$ cat src/hdl/bvg_pkg.sv
// Shared types and constants for the battery voltage gauge.
// Used by bvg_serial_div and battery_voltage_gauge; no dependencies.
package bvg_pkg;

    localparam int GROUP_SAMPLES = 32;
    localparam int COUNT_W       = 5;
    localparam int SUM_W         = 17;
    localparam int RAW_W         = 21;
    localparam int SMOOTH_W      = 22;
    localparam int ACC_W         = 31;
    localparam int NUM_W         = 30;
    localparam int DEN_W         = 23;
    localparam int QUOT_W        = 7;

    localparam logic [1:0] REG_MAX_MV  = 2'd0;
    localparam logic [1:0] REG_MIN_MV  = 2'd1;
    localparam logic [1:0] REG_ALPHA   = 2'd2;
    localparam logic [1:0] REG_HYST    = 2'd3;

    localparam logic [13:0] MAX_MV_RST = 14'd4200;
    localparam logic [13:0] MIN_MV_RST = 14'd3300;
    localparam logic [8:0]  ALPHA_RST  = 9'd26;
    localparam logic [6:0]  HYST_RST   = 7'd1;

    localparam logic [8:0]  ALPHA_FULL = 9'd256;
    localparam logic [6:0]  PCT_FULL   = 7'd100;
    localparam logic [6:0]  PCT_EMPTY  = 7'd0;

    typedef enum logic [2:0] {
        ST_IDLE,
        ST_CHECK,
        ST_EMA,
        ST_LOAD,
        ST_PREP,
        ST_NUM,
        ST_DIV
    } gauge_state_t;

    typedef struct packed {
        logic busy;
        logic done;
    } div_status_t;

endpackage

$ cat src/hdl/bvg_serial_div.sv
// Restoring divider, one quotient bit per cycle, for the percent scaling.
// Depends on bvg_pkg for widths and the status struct.
module bvg_serial_div (
    input  logic                          aclk,
    input  logic                          aresetn,
    input  logic                          start,
    input  logic [bvg_pkg::NUM_W-1:0]     num,
    input  logic [bvg_pkg::DEN_W-1:0]     den,
    output logic [bvg_pkg::QUOT_W-1:0]    quot,
    output bvg_pkg::div_status_t          status
);
    import bvg_pkg::*;

    localparam logic [2:0] LAST_STEP = 3'(QUOT_W - 1);

    logic [NUM_W-1:0]  rem_reg;
    logic [NUM_W-1:0]  dsr_reg;
    logic [QUOT_W-1:0] quot_reg;
    logic [2:0]        step_reg;
    logic              busy_reg;
    logic              done_reg;
    logic              fits;

    assign fits = rem_reg >= dsr_reg;

    always_ff @(posedge aclk) begin
        if (!aresetn) begin
            busy_reg <= 1'b0;
            done_reg <= 1'b0;
            step_reg <= '0;
        end else begin
            done_reg <= 1'b0;
            if (start) begin
                busy_reg <= 1'b1;
                step_reg <= '0;
            end else if (busy_reg) begin
                step_reg <= step_reg + 3'd1;
                if (step_reg == LAST_STEP) begin
                    busy_reg <= 1'b0;
                    done_reg <= 1'b1;
                end
            end
        end
    end

    always_ff @(posedge aclk) begin
        if (start) begin
            rem_reg  <= num;
            dsr_reg  <= NUM_W'({den, LAST_STEP'(0), 3'b0} >> (3 - $bits(LAST_STEP) + 3));
            quot_reg <= '0;
        end else if (busy_reg) begin
            if (fits) begin
                rem_reg <= rem_reg - dsr_reg;
            end
            quot_reg <= {quot_reg[QUOT_W-2:0], fits};
            dsr_reg  <= dsr_reg >> 1;
        end
    end

    assign quot        = quot_reg;
    assign status.busy = busy_reg;
    assign status.done = done_reg;

endmodule

$ cat src/hdl/battery_voltage_gauge.sv
// Battery voltage gauge: top level, APB register block, group accumulator,
// bit-serial EMA and percent control. Depends on bvg_pkg and bvg_serial_div.
//
// Samples are summed in groups of 32; one result beat leaves per group.
// A sample that does not close a group is taken while the FSM stays idle.
// A closing sample ends the group at once if the voltage clamps at max_mv.
// Otherwise it runs the shift-add for the EMA (one alpha bit a cycle) and a
// load step, both skipped for the first group, then the percent range
// check, which ends the group when the voltage sits at or outside the
// min_mv..max_mv window, and else a set-up step and the restoring divider
// (7 quotient bits and a done step). s_ready is low until the group ends,
// and a closing sample also waits while the previous result beat has not
// been taken.
module battery_voltage_gauge (
    input  logic        aclk,
    input  logic        aresetn,
    input  logic        s_valid,
    output logic        s_ready,
    input  logic [11:0] s_sample_mv,
    output logic        m_valid,
    input  logic        m_ready,
    output logic [13:0] m_voltage_mv,
    output logic [6:0]  m_percent,
    input  logic        psel,
    input  logic        penable,
    input  logic        pwrite,
    input  logic [3:0]  paddr,
    input  logic [31:0] pwdata,
    output logic [31:0] prdata,
    output logic        pready
);
    import bvg_pkg::*;

    localparam logic [COUNT_W-1:0] GROUP_LAST = COUNT_W'(GROUP_SAMPLES - 1);
    localparam logic [3:0]         EMA_LAST   = 4'($bits(ALPHA_FULL) - 1);

    gauge_state_t state_reg, state_next;

    logic [13:0] max_reg, min_reg;
    logic [8:0]  alpha_reg;
    logic [6:0]  hyst_reg;

    logic [SUM_W-1:0]     sum_reg;
    logic [COUNT_W-1:0]   count_reg;
    logic [RAW_W-1:0]     raw_reg;
    logic [SMOOTH_W-1:0]  smoothed_reg;
    logic                 smoothed_valid_reg;
    logic [6:0]           shown_reg;
    logic                 shown_valid_reg;
    logic signed [ACC_W-1:0] acc_reg, dsh_reg;
    logic [8:0]           alpha_sh_reg;
    logic [3:0]           iter_reg;
    logic [SMOOTH_W-1:0]  pdiff_reg, dspan_reg;
    logic                 m_valid_reg;
    logic [13:0]          m_voltage_reg;
    logic [6:0]           m_percent_reg;

    logic                 s_fire, cfg_write, div_start, group_end;
    logic [SUM_W-1:0]     sum_new;
    logic [SMOOTH_W-1:0]  hi_q8, lo_q8;
    logic                 raw_clamp, at_hi, at_lo;
    logic signed [DEN_W-1:0] ema_diff;
    logic [NUM_W-1:0]     num;
    logic [QUOT_W-1:0]    quot;
    div_status_t          div_status;
    logic [6:0]           r_pct, pct_delta;
    logic                 take_r;

    assign s_fire    = s_valid && s_ready;
    assign cfg_write = psel && penable && pwrite && pready;
    assign group_end = count_reg == GROUP_LAST;
    assign sum_new   = sum_reg + SUM_W'(s_sample_mv);
    assign hi_q8     = {max_reg, 8'b0};
    assign lo_q8     = {min_reg, 8'b0};
    assign raw_clamp = {1'b0, raw_reg} >= hi_q8;
    assign at_hi     = smoothed_reg >= hi_q8;
    assign at_lo     = smoothed_reg <= lo_q8;
    assign ema_diff  = $signed({2'b0, raw_reg}) - $signed({1'b0, smoothed_reg});
    assign num       = NUM_W'({pdiff_reg, 7'b0}) + NUM_W'({pdiff_reg, 6'b0})
                     + NUM_W'({pdiff_reg, 3'b0}) + NUM_W'(dspan_reg);
    assign r_pct     = (quot > PCT_FULL) ? PCT_FULL : quot;
    assign pct_delta = (r_pct > shown_reg) ? r_pct - shown_reg : shown_reg - r_pct;
    assign take_r    = !shown_valid_reg || (pct_delta >= hyst_reg);

    bvg_serial_div u_div (
        .aclk    (aclk),
        .aresetn (aresetn),
        .start   (div_start),
        .num     (num),
        .den     ({dspan_reg, 1'b0}),
        .quot    (quot),
        .status  (div_status)
    );

    always_comb begin
        state_next = state_reg;
        case (state_reg)
            ST_IDLE: begin
                if (s_fire && group_end) begin
                    state_next = ST_CHECK;
                end
            end
            ST_CHECK: begin
                if (raw_clamp) begin
                    state_next = ST_IDLE;
                end else if (!smoothed_valid_reg) begin
                    state_next = ST_PREP;
                end else begin
                    state_next = ST_EMA;
                end
            end
            ST_EMA: begin
                if (iter_reg == EMA_LAST) begin
                    state_next = ST_LOAD;
                end
            end
            ST_LOAD: state_next = ST_PREP;
            ST_PREP: begin
                if (at_hi || at_lo) begin
                    state_next = ST_IDLE;
                end else begin
                    state_next = ST_NUM;
                end
            end
            ST_NUM: state_next = ST_DIV;
            ST_DIV: begin
                if (div_status.done) begin
                    state_next = ST_IDLE;
                end
            end
            default: state_next = ST_IDLE;
        endcase
    end

    always_comb begin
        s_ready   = 1'b0;
        div_start = 1'b0;
        case (state_reg)
            ST_IDLE: s_ready   = !group_end || !m_valid_reg;
            ST_NUM:  div_start = 1'b1;
            default: begin
                s_ready   = 1'b0;
                div_start = 1'b0;
            end
        endcase
    end

    always_ff @(posedge aclk) begin
        if (!aresetn) begin
            state_reg          <= ST_IDLE;
            max_reg            <= MAX_MV_RST;
            min_reg            <= MIN_MV_RST;
            alpha_reg          <= ALPHA_RST;
            hyst_reg           <= HYST_RST;
            sum_reg            <= '0;
            count_reg          <= '0;
            smoothed_reg       <= '0;
            smoothed_valid_reg <= 1'b0;
            shown_reg          <= '0;
            shown_valid_reg    <= 1'b0;
            m_valid_reg        <= 1'b0;
        end else begin
            state_reg <= state_next;

            if (cfg_write) begin
                case (paddr[3:2])
                    REG_MAX_MV: max_reg   <= pwdata[13:0];
                    REG_MIN_MV: min_reg   <= pwdata[13:0];
                    REG_ALPHA:  alpha_reg <= pwdata[8:0];
                    REG_HYST:   hyst_reg  <= pwdata[6:0];
                    default:    max_reg   <= max_reg;
                endcase
            end

            if (m_valid_reg && m_ready) begin
                m_valid_reg <= 1'b0;
            end

            if (s_fire) begin
                if (group_end) begin
                    sum_reg   <= '0;
                    count_reg <= '0;
                end else begin
                    sum_reg   <= sum_new;
                    count_reg <= count_reg + COUNT_W'(1);
                end
            end

            case (state_reg)
                ST_CHECK: begin
                    if (raw_clamp) begin
                        m_valid_reg <= 1'b1;
                    end else if (!smoothed_valid_reg) begin
                        smoothed_reg       <= SMOOTH_W'(raw_reg);
                        smoothed_valid_reg <= 1'b1;
                    end
                end
                ST_LOAD: smoothed_reg <= acc_reg[SMOOTH_W+7:8];
                ST_PREP: begin
                    if (at_hi || at_lo) begin
                        m_valid_reg <= 1'b1;
                    end
                end
                ST_DIV: begin
                    if (div_status.done) begin
                        m_valid_reg <= 1'b1;
                        if (take_r) begin
                            shown_reg       <= r_pct;
                            shown_valid_reg <= 1'b1;
                        end
                    end
                end
                default: begin
                end
            endcase
        end
    end

    always_ff @(posedge aclk) begin
        if (s_fire && group_end) begin
            raw_reg <= {sum_new, 4'b0};
        end
        case (state_reg)
            ST_CHECK: begin
                acc_reg      <= $signed({1'b0, smoothed_reg, 8'd128});
                dsh_reg      <= ACC_W'(ema_diff);
                alpha_sh_reg <= (alpha_reg > ALPHA_FULL) ? ALPHA_FULL : alpha_reg;
                iter_reg     <= '0;
                if (raw_clamp) begin
                    m_voltage_reg <= max_reg;
                    m_percent_reg <= PCT_FULL;
                end
            end
            ST_EMA: begin
                if (alpha_sh_reg[0]) begin
                    acc_reg <= acc_reg + dsh_reg;
                end
                dsh_reg      <= dsh_reg <<< 1;
                alpha_sh_reg <= alpha_sh_reg >> 1;
                iter_reg     <= iter_reg + 4'd1;
            end
            ST_PREP: begin
                m_voltage_reg <= smoothed_reg[SMOOTH_W-1:8];
                m_percent_reg <= at_hi ? PCT_FULL : PCT_EMPTY;
                pdiff_reg     <= smoothed_reg - lo_q8;
                dspan_reg     <= hi_q8 - lo_q8;
            end
            ST_DIV: begin
                if (div_status.done) begin
                    m_percent_reg <= take_r ? r_pct : shown_reg;
                end
            end
            default: iter_reg <= iter_reg;
        endcase
    end

    always_comb begin
        prdata = '0;
        case (paddr[3:2])
            REG_MAX_MV: prdata = 32'(max_reg);
            REG_MIN_MV: prdata = 32'(min_reg);
            REG_ALPHA:  prdata = 32'(alpha_reg);
            REG_HYST:   prdata = 32'(hyst_reg);
            default:    prdata = '0;
        endcase
    end

    assign pready       = 1'b1;
    assign m_valid      = m_valid_reg;
    assign m_voltage_mv = m_voltage_reg;
    assign m_percent    = m_percent_reg;

    a_ready_idle: assert property (@(posedge aclk) disable iff (!aresetn)
        s_ready |-> state_reg == ST_IDLE)
        else $error("s_ready high outside idle");

    a_group_start: assert property (@(posedge aclk) disable iff (!aresetn)
        (s_fire && group_end) |=> (state_reg == ST_CHECK && count_reg == '0))
        else $error("group end did not start processing");

    a_pct_range: assert property (@(posedge aclk) disable iff (!aresetn)
        m_valid_reg |-> m_percent_reg <= PCT_FULL)
        else $error("percent out of range");

    a_div_idle: assert property (@(posedge aclk) disable iff (!aresetn)
        div_status.busy |-> state_reg == ST_DIV)
        else $error("divider busy outside divide state");

endmodule
$ cat config.mk
export PLATFORM = sky130hd
export DESIGN_NAME = battery_voltage_gauge
export DESIGN_NICKNAME = d
export VERILOG_FILES = /design/src/hdl/bvg_pkg.sv /design/src/hdl/bvg_serial_div.sv /design/src/hdl/battery_voltage_gauge.sv
export SDC_FILE = /design/constraint.sdc
export NUM_CORES = 1
export LEC_CHECK = 0
export BUFFER_PORTS_ARGS = -buffer_cell sky130_fd_sc_hd__buf_2
export CAP_MARGIN = 15
export CORE_UTILIZATION = 57
export CTS_BUF_LIST = sky130_fd_sc_hd__clkbuf_16
export DETAILED_ROUTE_END_ITERATION = 10
export PLACE_DENSITY = 0.78
export SYNTH_ARGS = -nofsm -noshare
export SYNTH_HDL_FRONTEND = slang
export SYNTH_SLANG_ARGS = --single-unit
$ cat constraint.sdc
create_clock -name aclk -period 3.8 [get_ports aclk]
set_input_delay 0.38 -clock aclk [delete_from_list [all_inputs] [get_ports aclk]]
set_output_delay 0.38 -clock aclk [all_outputs]
set_load 0.01 [all_outputs]
# Word level (Yosys, flattened, before mapping)
# Cells that the tools add are included.
# Widths: inputs -> output; s select.
# totals
ff_bits	329
latch_bits	0
mem_bits_rw	0
romBits	0
inputBits	55
output_inout_bits	56
mem_count	0
# classes
add_sub_neg	14
multipliers	0
div_mod_pow	0
magnitude_cmp	8
eq_ne	19
shifts	0
n_mux	44
bitwise	3
reduce_logical	34
# op_table
operator	n
$pmux 32 s4	1
$pmux 31 s2	2
$mux 30	3
$mux 29	2
$mux 22	2
$pmux 22 s2	1
$sub 22x22->22	2
$mux 7	6
$add 31x31->31	1
$mux 31	1
$add 29x28->30	1
$add 30x22->30	1
$add 30x25->30	1
$ge 30x29->1	1
$sub 30x29->30	1
$pmux 14 s2	1
$sub 21x22->23	1
$ge 21x22->1	1
$ge 22x22->1	1
$le 22x22->1	1
$pmux 3 s7	1
$pmux 7 s3	1
$mux 3	6
$pmux 9 s2	1
37 further kinds	82

# Logic depth before layout (Yosys ltp)
# logic_depth
ltp_word	9
mapped_depth	22

# Cells and area by module
# From an unflattened synthesis, not the netlist that was laid out.
# hier_totals
hier_cells	2450
hier_area_um2	22318.9
# by_module_without_submodules
mod	instances	cells_per_inst	area_each_um2
battery_voltage_gauge	1	1907	17581.9
bvg_serial_div	1	543	4737.0

# Worst setup path after synthesis
# No wires, ideal clock.
# synth_path
path_kind	register to register
startpoint	register u_div.quot_reg[0] (netlist: u_div.quot[0])
endpoint	register m_percent_reg[0] (netlist: m_percent[0]) (data pin)
setup_time_ps	260
t_arrival_ps	3756
setup_slack_ps	-216
stages_incl_launch_ff	20
n_path_buf	1
period_less_slack_ps	4016
path_cell_list	dfxtp_1 > o21ai_0 > a21oi_1 > or2_2 > ha_1 > o21a_1 > o21ai_0 > a21oi_1 > o21ai_0 > a21oi_1 > mux2i_1 > xnor2_1 > ha_1 > a21o_1 > a21o_1 > a21oi_1 > o21ai_0 > clkbuf_1 > nand2_1 > a21oi_1
# synth_between
elab_chain_cells	9
# synth_rtl
element	line_no	text
start, declared	bvg_serial_div.sv:18	logic [QUOT_W-1:0] quot_reg;
start signal, assigned	bvg_serial_div.sv:55	quot_reg <= {quot_reg[QUOT_W-2:0], fits};
$gt 7x7->1	battery_voltage_gauge.sv:81	assign r_pct = (quot > PCT_FULL) ? PCT_FULL : quot;
$mux 7 (*)	battery_voltage_gauge.sv:81	
$sub 7x7->7 / $gt 7x7->1 (equally long branches)	battery_voltage_gauge.sv:82	assign pct_delta = (r_pct > shown_reg) ? r_pct - shown_reg : shown_reg - r_pct;
$mux 7	battery_voltage_gauge.sv:82	
$ge 7x7->1	battery_voltage_gauge.sv:83	assign take_r = !shown_valid_reg || (pct_delta >= hyst_reg);
$logic_or 1x1->1	battery_voltage_gauge.sv:83	
$mux 7 (*)	-	
$mux 7 (*)	battery_voltage_gauge.sv:249	if (div_status.done) begin
$pmux 7 s3 (*)	battery_voltage_gauge.sv:223	case (state_reg)
end signal, assigned	battery_voltage_gauge.sv:244	m_percent_reg <= at_hi ? PCT_FULL : PCT_EMPTY;
end signal, assigned	battery_voltage_gauge.sv:250	m_percent_reg <= take_r ? r_pct : shown_reg;
end, declared	battery_voltage_gauge.sv:56	logic [6:0] m_percent_reg;
# Every way passes the cells marked *; elsewhere a longest branch is shown, timed or not. The select of a mux whose other input is x is not followed.
# A chain may end at the register's enable or synchronous reset.

# Worst setup path in the final report
# layout_path
startpoint	register pdiff_reg[3]
endpoint	register u_div.rem_reg[29] (data pin)
# layout_between
elab_chain_cells	4
# layout_rtl
element	line_no	text
start, declared	battery_voltage_gauge.sv:53	logic [SMOOTH_W-1:0] pdiff_reg, dspan_reg;
start signal, assigned	battery_voltage_gauge.sv:245	pdiff_reg <= smoothed_reg - lo_q8;
$add 29x28->30	battery_voltage_gauge.sv:79	assign num = NUM_W'({pdiff_reg, 7'b0}) + NUM_W'({pdiff_reg, 6'b0})
$add 30x25->30 (*)	battery_voltage_gauge.sv:80	+ NUM_W'({pdiff_reg, 3'b0}) + NUM_W'(dspan_reg);
$add 30x22->30 (*)	battery_voltage_gauge.sv:80	
$mux 30 (*)	bvg_serial_div.sv:47	if (start) begin
end signal, assigned	bvg_serial_div.sv:48	rem_reg <= num;
end signal, assigned	bvg_serial_div.sv:53	rem_reg <= rem_reg - dsr_reg;
end, declared	bvg_serial_div.sv:16	logic [NUM_W-1:0] rem_reg;
# Every way passes the cells marked *; elsewhere a longest branch is shown, timed or not.

==> flow_summary.json <==
{
  "async_flop_share_pct": 0,
  "overflow": 0,
  "dieArea_sq_um": 38400,
  "period_share_pct": 100,
  "ys_top_cells_by_area": "edfxtp_1 28%, ha_1 12%, dfxtp_1 11%",
  "drt_iter0_markers": 1633,
  "wl_per_cell_um": 19.6,
  "synthDominantAreaCellType": "edfxtp_1",
  "vias_per_cell": 6.06,
  "yosysWarnings": 0,
  "final_cell_mix": "253 x nand2_1, 215 x nor2_1, 199 x edfxtp_1",
  "worstMarginPinSlew_ps": 1160,
  "syn_area_sq_um": 21500,
  "grt_pass1_vias": 16887,
  "final_antenna_net_count": 0,
  "grt_use_total_pct": 29.8,
  "final_common_cell": "nand2_1",
  "firstDrtPassIters": 9,
  "clockBufferDepth": 3,
  "numCtsBuffers": 36,
  "cts-root-buf": "clkbuf_16",
  "synth_top_area_share_pct": 27.8,
  "pwr_density_cell_nw_per_um2": 320,
  "core_area_sq_um": 36900,
  "diodes": 0,
  "r2r_slack_ps": -20,
  "ir_worst_vdd_v": 0.000367,
  "violations": "setup timing",
  "max_freq_ghz": 0.262,
  "fp.dieH_um": 196,
  "avgSynthCellArea_sq_um": 9.32,
  "setup_ws_ps": -18.9,
  "worst_path_largest_cell_delay_ps": 580,
  "slew_headroom_pct": 22.6,
  "grt_pass1_wl_mm": 90.1,
  "min_path_cells": 3,
  "hold_class": "primary input to flip-flop",
  "post-dp-hpwl_mm": 43.9,
  "cts_sinks": 319,
  "finalMaxSlewViolations": 0,
  "num_rows": 70,
  "cts_tree": "built",
  "synth-edff-count": 199,
  "rsz0062_at_grt": "yes",
  "synth_seq_cells": 319,
  "io_pins": 111,
  "hp-start": "pwdata[10]",
  "leakage_nw": 9.87,
  "power.total_mw": 7.76,
  "place_area_sq_um": 22700,
  "hold_violations": 0,
  "yosysSeqAreaShare_pct": 39.0,
  "vias": 17878,
  "r2r_start": "pdiff_reg[3]",
  "cp_cell_sequence": "buf_4 -> fa_1 -> fa_1 -> ha_4 -> a211oi_4 -> o21ai_2 -> a31oi_4 -> a21oi_2 -> a31o_2 -> a311oi_2 -> xnor2_1 -> a211o_1",
  "antenna_found_initial": 1,
  "slowest_stage": "fa_1",
  "final_nets": 2716,
  "cp_common_cell": "fa_1",
  "io_buffers": 71,
  "reg2reg_to": "u_div.rem_reg[29]",
  "worstSetupEndpointType": "flip-flop",
  "pre_cts_ws_ps": -162,
  "fin_area_sq_um": 24300,
  "start_util_pct": 58.2,
  "grt_max_degree": 47,
  "skew_ps": 35.3,
  "finalSetupViolations": 2,
  "start_kind": "flip-flop",
  "clock_latency_ps": 570,
  "die_x_um": 196,
  "n_fill_cell": 2897,
  "final_layout_size_suffix_gt1_share_pct": 12.1,
  "wl_mm": 58.0,
  "status": "finished, violations left",
  "maxCapViolCount": 0,
  "crit_fanout": 3,
  "timing.final.crit_period_ps": 3820,
  "synthDistinctLibCells": 76,
  "hold_end": "min_reg[10]",
  "clk_pin_slew_worst_paths_ps": 70,
  "syn_to_final_growth_pct": 13.1,
  "crit_required_ps": 4090,
  "synth_top_flop_cell": "edfxtp_1",
  "crit_type": "flip-flop to flip-flop",
  "cts-htree-levels": 2,
  "worstPathArrival_ps": 4110,
  "drc_errors": 0,
  "finalWeightedCongestion": 0.999,
  "reg2reg_depth": 12,
  "syn_inst": 2304
}
## worst max path at each step
stage / startpoint / cells past startpoint / endpoint
final: pdiff_reg[3] / 12 / u_div.rem_reg[29]
after CTS: pdiff_reg[5] / 14 / u_div.rem_reg[28]
after global routing: u_div.quot[1] / 20 / m_percent[6]
after global placement: u_div.quot[2] / 20 / m_percent[5]
after detailed placement: u_div.quot[2] / 20 / m_percent[5]
after floorplan: u_div.quot[0] / 19 / m_percent[0]
## cell usage after synthesis, drive strengths merged, types with 12 or more instances
cell and n:
mux2i 43, xnor2 68, a21o 54, clkbuf 69, o21ai 132, nor2b 28, nand3 50, o31ai 18
dfxtp 120, o211ai 24, a21oi 168, and2 13, and3 14, o21bai 14, xor2 40, edfxtp 199
o21a 36, nor2 219, nand2b 34, ha 202, buf 30, nand2 255, a31oi 18, nand4 24
a22oi 12, nor3 44, inv 154, or3 15, fa 40, a222oi 17, a211oi 18
## logic make-up (layout without fill, tap and decap cells)
| kind of cell | count (synthesis) | in the layout | synth area share [%] |
|---|---|---|---|
| simple gates | 738 | 738 | 15.7 |
| compound gates | 591 | 591 | 17.8 |
| xor+xnor | 108 | 108 | 4.41 |
| buf+inv | 253 | 379 | 4.78 |
| flops | 319 | 319 | 39.0 |
| other cells | 2 | 19 | 0.0350 |
| mux | 51 | 51 | 2.79 |
| fa+ha+maj | 242 | 242 | 15.5 |
## layout make-up
cell class                      instances  area [sq um]  area share (%)
Multi-Input combinational cell       1749         12400            51.2
Timing Repair Buffer                  159          1060            4.36
Clock inverter                         29           272            1.12
Inverter                              154           578            2.38
Tap cell                              504           631            2.60
Clock buffer                           37           926            3.81
Sequential cell                       319          8380            34.5
## repair_timing
item | CTS | global route
hold endpoints to repair | 1 | 0
resized for setup | 13 | 50
hold buffers | 1 | 0
endpoints found under the setup margin | 18 | 20
buffers inserted | 1 | 12
pin swaps | 9 | 31
## through the flow
stage | hold slack (ps) | std cells | TNS [ps] | util [%]
6_report | 44.4 | 2951 | -19.6 | 65.9
4_1_cts | 28.5 | 2938 | 0 | 65.0
3_5_place_dp | 452 | 2870 | -1390 | 61.5
3_3_place_gp | 441 | 2870 | -733 | 61.5
2_1_floorplan | 403 | 2321 | 0 | -
5_1_grt | 50.1 | 2951 | -1900 | 65.9
## metal layers
layer | global-route usage, % | vias to the layer above | share of wire, %
li1 | - | 8535 | -
met1 | 39.5 | 8454 | 42
met2 | 48.7 | 749 | 46
met3 | 5.11 | 136 | 7.7
met4 | 11.5 | 4 | 3.4
met5 | 0.894 | - | 0.10
## power breakdown
| part | total, mW | internal (mW) | switching (mW) |
|---|---|---|---|
| clock network | 3.54 | 2.06 | 1.48 |
| registers | 3.71 | 3.68 | 0.0232 |
| logic | 0.513 | 0.216 | 0.297 |
| total | 7.76 | 5.96 | 1.80 |
## critical path, delay by kind of cell, from the launching register on
kind	cells	cell delay [ps]
flip-flops	1	410
AO/OA/AOI/OAI	7	1570
XOR/XNOR	1	100
adder cells (fa/ha/maj)	3	1310
buffers and inverters	1	160
Power figures use the tool's default switching activity.
